===== config.mk =====
export PLATFORM = sky130hd
export DESIGN_NAME = spos_div
export DESIGN_NICKNAME = d
export VERILOG_FILES = /design/src/rtl/spos_div.sv
export SDC_FILE = /design/constraint.sdc
export NUM_CORES = 1
export LEC_CHECK = 0
export ABC_AREA = 1
export BUFFER_PORTS_ARGS = -buffer_cell sky130_fd_sc_hd__buf_4
export CORE_ASPECT_RATIO = 0.8
export CORE_MARGIN = 3
export CORE_UTILIZATION = 55
export DETAILED_ROUTE_END_ITERATION = 10
export PLACE_DENSITY = 0.79
export SLEW_MARGIN = 20
export SYNTH_ARGS = -nofsm -noshare
export SYNTH_HDL_FRONTEND = slang
export SYNTH_SLANG_ARGS = --single-unit

===== constraint.sdc =====
create_clock -name clk -period 3.1 [get_ports clk]
set_input_delay 0.62 -clock clk [delete_from_list [all_inputs] [get_ports clk]]
set_output_delay 0.62 -clock clk [all_outputs]
set_load 0.01 [all_outputs]

===== src/rtl/spos_div.sv =====
module spos_div #(
  parameter int DW = 33,
  parameter int VW = 32
) (
  input  logic          clk,
  input  logic          rst_n,
  input  logic          start,
  input  logic [DW-1:0] dividend,
  input  logic [VW-1:0] divisor,
  output logic          done,
  output logic [DW-1:0] quotient,
  output logic [VW-1:0] remainder
);

  localparam int CW = $clog2(DW + 1);

  logic [DW-1:0] quo_r;
  logic [VW-1:0] rem_r;
  logic [VW-1:0] div_r;
  logic [CW-1:0] cnt_r;
  logic          busy_r;
  logic          done_r;
  logic [VW:0]   trial;
  logic          ge;

  assign trial = {rem_r, quo_r[DW-1]};
  assign ge    = trial >= {1'b0, div_r};

  always_ff @(posedge clk) begin
    if (!rst_n) begin
      busy_r <= 1'b0;
      done_r <= 1'b0;
      cnt_r  <= '0;
    end else begin
      done_r <= 1'b0;
      if (start) begin
        busy_r <= 1'b1;
        cnt_r  <= CW'(DW);
        quo_r  <= dividend;
        rem_r  <= '0;
        div_r  <= divisor;
      end else if (busy_r) begin
        rem_r <= ge ? VW'(trial - {1'b0, div_r}) : trial[VW-1:0];
        quo_r <= {quo_r[DW-2:0], ge};
        cnt_r <= cnt_r - CW'(1);
        if (cnt_r == CW'(1)) begin
          busy_r <= 1'b0;
          done_r <= 1'b1;
        end
      end
    end
  end

  assign done      = done_r;
  assign quotient  = quo_r;
  assign remainder = rem_r;

endmodule


==> summary.md, run 1 <==
| Metric | Value |
|---|---|
| Peak VDD IR | 388.6 uV |
| Area delta synth->final | 19.94% |
| Worst slack, placed | 493.8 ps |
| Chip Height | 108 um |
| Share of layout cells above drive strength 1 | 16.40% |
| LEAKAGE | 4.601 nW |
| Post-CTS resize count | 0 |
| Synth area leader | edfxtp_1 |
| Count leader, synth | nand2_1 |
| Final setup fails | 0 |
| First-pass GRT wire length | 30,770 um |
| Post-synthesis sequential area ratio | 42.96% |
| Clk slew on worst S/H paths | 80 ps |
| Post-CTS setup buffer count | 0 |
| Row count | 36 |
| Hold Vio Cnt, Final | 0 |
| Largest net degree at the start of global routing | 38 |
| Worst setup margin | 467.4 ps |
| 1st-iter DRT viols | 560 |
| Final Slew Violations | 0 |
| Drt wl/cell | 14.84 um |
| Die Area | 14,420 um2 |
| Ys async rst share | 0% |
| Clock tree buffer depth | 2 |
| Fin crit period | 2633 ps |
| Number of synthesized register bits | 105 |
| Worst Tran Pin Value | 537.5 ps |
| Top Metal Used | met4 |
| Met2 Routed Length | 8462 um |
| Syn_nets | 1,090 |
| Hpwl dp | 14,520 um |
| Antenna viol nets, final | 0 |
| First-pass DRT Iterations | 5 |
| DRT Wirelength | 19,190 um |
| RSZ-0062 raised after global routing | no |
| CTS buffer count | 9 |
| Synth Instances | 987 |
| Main synth FF type | edfxtp_1 |
| DRT met1 WL | 8845 um |
| Antenna violations before repair | 0 |
| Die X-Extent | 133.5 um |
| Core Box Area | 12,430 um2 |
| Top cell type's share of synthesized area | 40.72% |
| CTS tree | yes |
| Worst EP arrival | 2840 ps |
| Post-synth EDFFs | 97 |
| Clock Latency Late Sink | 360 ps |
| Vias in the first global route | 6,001 |
| Top-Level Pins | 134 |
| Cts-stage hold buffer count | 0 |
| Worst-path maximum fanout | 25 |
| Clock Sinks | 105 |
| Slew margin rel. | 64.12% |
| Antenna cells | 0 |
| CP endpoint kind | register |
| Maxcap violations | 0 |
| Global placement routability congestion | 0.9801 |
| Nets | 1,220 |
| GR Util All Layers | 27.05% |
| Port bufs | 133 |
| Warnings from Yosys | 0 |
| Status | complete, no violations |
| Critical path type | register to register |
| Top cells by count, synth | nand2_1 (404), inv_1 (174), nor2_1 (101), edfxtp_1 (97), ha_1 (34) |
| Clk_skew | 12.31 ps |
| PwrDens | 538.3 nW/um2 |
| Htree depth | 3 |
| Met3 WL | 1605 um |
| Setup tns final | 0 ps |
| # DRC | 0 |
| Starting Density | 57.54% |
| Data required, critical path | 3310 ps |
| Worst hold path type | input pin to register |
| Startpoint Class | register |
| Fmax | 0.3798 GHz |
| Top post-synthesis cells by area | edfxtp_1 (41%), nand2_1 (21%), inv_1 (9.1%) |
| Post-Syn Area | 7153 um2 |
| Synth unique cells | 35 |
| DR vias | 6,458 |
| Syn_area_per_cell | 7.247 um2 |
| Vias per inst | 4.995 |
| Final Cycle Share | 84.92% |
| Root buffer cell | clkbuf_16 |
| Grt ovf | 0 |
-- registers in the layout, summed over array words and instances (netlist names) --
| name | cells |
|---|---|
| cnt_r | 6 |
| done | 1 |
| div_r | 32 |
| remainder | 32 |
| busy_r | 1 |
| quotient | 33 |
-- logic make-up (layout without fill, tap and decap cells) --
family / count (synthesis) / after routing / share of synthesized area [%]
simple gates: 607 / 607 / 35.96
buf+inv: 197 / 332 / 10.95
flops: 105 / 105 / 42.96
fa+ha+maj: 35 / 35 / 6.227
compound gates: 28 / 28 / 2.064
xor+xnor: 15 / 15 / 1.837
-- area by class of cell --
cell class	count	area, um2
clock buffers	11	232.7
clock inverters	5	48.80
fillers	1112	3852
inverters	178	675.6
multi-input cells	685	3299
flip-flops and latches	105	3073
well taps	171	214.0
repair buffers	138	1036
-- report_power, final --
part	switching, W	internal, W	leakage, nW
clock	0.000563	0.000563	0.138
combinational	0.00104	0.000625	3.46
sequential	0.0000923	0.00174	1.00
total	0.00170	0.00292	4.60
-- routing by layer --
metal	vias up	global-route usage [%]
met3	20	6.651
met4	0	5.727
li1	3286	-
met1	2901	38.05
met2	251	43.01
met5	-	0
-- layout by cell type (no fill, tap or decap), drive strengths merged, types with 2 or more instances in the layout --
cell | synthesis | final
dfxtp | 8 | 8
a21oi | 20 | 20
nor2 | 117 | 117
o21ai | 5 | 5
nand2 | 410 | 410
xor2 | 14 | 14
nor3b | 3 | 3
nor3 | 6 | 6
nand4 | 5 | 5
a21o | 2 | 2
clkinv | 0 | 3
nand3b | 23 | 23
edfxtp | 97 | 97
clkbuf | 11 | 11
buf | 8 | 138
ha | 34 | 34
and2 | 8 | 8
inv | 178 | 180
nand3 | 32 | 32
and3 | 2 | 2
-- through the flow --
stage / power (W) / cell area (um2) / instances / hold slack [ps] / util, %
final: 0.004618 / 8579 / 1293 / 429.4 / 69.01
after global routing: 0.004925 / 8579 / 1293 / 425.4 / 69.01
after CTS: 0.004629 / 8579 / 1293 / 426.4 / 69.01
after detailed placement: 0.003504 / 8298 / 1277 / 525.0 / 66.75
after global placement: 0.003481 / 8298 / 1277 / 492.4 / 66.75
after floorplan: 0.002985 / 7153 / 987 / 475.5 / -
-- path summary, 6_finish.rpt --
kind	startpoint	end	slack [ps]	cells after the start
max reg2reg	remainder[7]	remainder[12]	470	14
min reg2reg	cnt_r[1]	cnt_r[1]	530	2
max	remainder[7]	remainder[12]	470	14
min	divisor[7]	div_r[7]	430	1
-- worst max-delay path: stages (launching register included) --
cell,delay (ps)
edfxtp_1,440
ha_1,380
nand2_1,180
inv_2,40
nand2_1,50
nand2_1,70
inv_1,70
nand3_2,150
nand2_2,140
nand2_4,80
nand2_8,210
nand2_8,160
inv_6,260
nor2_1,80
nor2_1,130
No activity file was read; power rests on OpenSTA's default activity.
==> run 2: changes to the inputs <==
Settings changed: CORE_UTILIZATION 55 to 51, PLACE_DENSITY 0.79 to 0.77.
Clock period 3.1 ns to 2.35 ns, I/O delays scaled along.
==> run 2 against run 1 <==
- fmax grew 18%
- clock power up 35%
- sequential power is 33% higher
- global-route usage down 2.6 points
- combinational power up 56%
- register-to-register slack worse by 340 ps
- sequential share of layout area is 3.1 points lower
- die area grew 7.4%
- critical path type unchanged
- largest cell class unchanged
==> summary.md, run 2 (synthesis results as in run 1) <==
| Metric | Value |
|---|---|
| Top-Level Pins | 134 (unchanged) |
| Clock Latency Late Sink | 370 ps (about the same) |
| Worst-path maximum fanout | 25 (unchanged) |
| Slew margin rel. | 75.23% (+11 points) |
| Hold Vio Cnt, Final | 0 (unchanged) |
| Sw Ratio | 36.44% (-0.27 points) |
| Clock tree buffer depth | 2 (unchanged) |
| 1st-iter DRT viols | 411 (-27%) |
| R2R setup slack | 130 ps (-340 ps) |
| Total power | 0.006548 W (+42%) |
| Worst Tran Pin Value | 371.6 ps (-165.9 ps) |
| Worst reg2reg path depth | 12 (-2) |
| CTS tree | yes |
| Share of layout cells above drive strength 1 | 24.62% (+8.2 points) |
| Critical path's largest stage delay | 450 ps (about the same) |
| Core Box Area | 13,650 um2 (+9.8%) |
| Most frequent cells in the layout | nand2_1 (394), buf_4 (183), inv_1 (172) |
| Logic pwr share | 39.6% (+3.6 points) |
| Clock group share of total power | 23.3% (-1.1 points) |
| Final Cycle Share | 94.65% (+9.7 points) |
| Layout Utilization | 68.84% (-0.17 points) |
| First-pass GRT wire length | 30,750 um (about the same) |
| Row count | 38 (+5.6%) |
| Final Slew Violations | 0 (unchanged) |
| Peak VDD IR | 491.8 uV (+27%) |
| Most common cell after layout, fill and taps aside | nand2_1 |
| Setup tns final | 0 ps (unchanged) |
| Root buffer cell | clkbuf_16 |
| Clk slew on worst S/H paths | 80 ps (about the same) |
| Final setup fails | 0 (unchanged) |
| First-pass DRT Iterations | 5 (unchanged) |
| Htree depth | 3 (unchanged) |
| LEAKAGE | 4.858 nW (+5.6%) |
| Fmax | 0.4496 GHz (+18%) |
| Nets | 1,268 (+3.9%) |
| Inst Count DP | 1,317 (+3.1%) |
| Area delta synth->final | 31.33% |
| Antenna viol nets, final | 0 (unchanged) |
| Die Area | 15,490 um2 (+7.4%) |
| Max reg flops | 33 (unchanged) |
| Antenna violations before repair | 0 (unchanged) |
| Maxcap violations | 0 (unchanged) |
| Post-route insts no fill | 1,350 (+4.4%) |
| Antenna cells | 0 (unchanged) |
| Hpwl dp | 14,240 um (-2.0%) |
| PwrDens | 697.0 nW/um2 (+29%) |
| Die X-Extent | 138.4 um (+3.7%) |
| DR vias | 6,703 (+3.8%) |
| Cts-stage hold buffer count | 0 (unchanged) |
| Clock Sinks | 105 (unchanged) |
| Worst Hold Path EP | div_r[10] |
| Fin crit period | 2224 ps (-408.4 ps) |
| Filler cells | 1,152 (+3.6%) |
| Startpoint Class | register |
| # DRC | 0 (unchanged) |
| Depth of the worst hold-timing path | 1 (unchanged) |
| Starting Density | 52.42% (-5.1 points) |
| Area of the multi-input gates | 3709 um2 (+12%) |
| Vias in the first global route | 6,263 (+4.4%) |
| Port bufs | 133 (unchanged) |
| CP endpoint kind | register |
| Data required, critical path | 2470 ps (-840 ps) |
| FF/Latch Area | 3073 um2 (unchanged) |
| CP max-delay cell | edfxtp_1 |
| Crit Reg-Reg Endpoint | remainder[17] |
| Worst EP arrival | 2340 ps (-500 ps) |
| Worst hold path type | input pin to register |
| Critical path type | register to register |
| RR Startpoint | remainder[7] |
| Drt wl/cell | 14.25 um (-3.9%) |
| Largest net degree at the start of global routing | 65 (+71%) |
| Critical path cell sequence | ha_4, nand2_2, nor2_2, nand3_1, nand3_2, nand2_2, nand2_4, nand2_8, nand2_8, inv_8, nor2_1, nor2_1 |
| DRT Wirelength | 19,240 um (+0.29%) |
| Net switching power | 0.002386 W (+41%) |
| Global placement routability congestion | 0.9964 (+1.7%) |
| GR Util All Layers | 24.42% (-2.6 points) |
| Clk_skew | 14.09 ps (+1.786 ps) |
| CTS buffer count | 9 (unchanged) |
| Internal power | 0.004162 W (+42%) |
| Worst hold start | divisor[10] |
| Chip Height | 111.9 um (+3.6%) |
| Grt ovf | 0 (unchanged) |
| Status | complete, no violations |
| Seq pwr share | 37.1% (-2.5 points) |
| Vias per inst | 4.965 (-0.59%) |
[run 2: stage by stage]
stage,cell area [um2],hold WS [ps],setup slack (ps)
after floorplan,7156,475.5,243.2
after global placement,8567,492.2,13.49
after detailed placement,8567,508.9,-38.58
after CTS,8896,262.1,7.651
after global routing,9394,264.2,-15.41
final,9394,270.1,125.8
[run 2: layer usage]
metal,GRT usage (%),up-vias,part of all wire [%]
met5,0,-,0
met2,38.43,234,44
met4,6.320,0,1.3
met1,33.97,3070,46
li1,-,3378,-
met3,6.183,21,8.3
[run 2: critical path: cells and delay by family, from the launching register on]
family	cells	cell delay, ps
fa+ha+maj	1	320
flops	1	450
simple gates	10	1080
buf+inv	1	100
[run 2: power by group through the flow]
| stage | Combinational, W | Clock, W | Sequential (W) |
|---|---|---|---|
| 6_report | 0.00259 | 0.00152 | 0.00243 |
| 5_1_grt | 0.00291 | 0.00162 | 0.00245 |
| 4_1_cts | 0.00232 | 0.00154 | 0.00241 |
| 3_5_place_dp | 0.00229 | 0 | 0.00244 |
| 3_3_place_gp | 0.00226 | 0 | 0.00244 |
| 2_1_floorplan | 0.00145 | 0 | 0.00248 |
[run 2: worst max-delay path by stage]
stage / startpoint / to / slack [ps] / cells past startpoint
2_1_floorplan: remainder[1] / remainder[28] / 240 / 14
3_3_place_gp: quotient[32] / remainder[28] / 10 / 14
3_5_place_dp: quotient[32] / remainder[28] / -40 / 14
4_1_cts: quotient[32] / remainder[20] / 8 / 14
5_1_grt: remainder[28] / remainder[14] / -20 / 10
6_report: remainder[7] / remainder[17] / 130 / 12
[run 2: cell type report]
class	instances	area share, %
Sequential cell	105	32.71
Clock buffer	10	2.437
Tap cell	180	2.397
Timing Repair Buffer	186	15.17
Multi-Input combinational cell	685	39.48
Clock inverter	6	0.5860
Inverter	178	7.219
[run 2: repair_timing]
action,4_1_cts,5_1_grt
endpoints found under the setup margin,7,32
endpoints found under the hold margin,0,0
gates cloned,0,0
pin swaps,0,2
buffers inserted,0,17
gates resized for setup,5,55
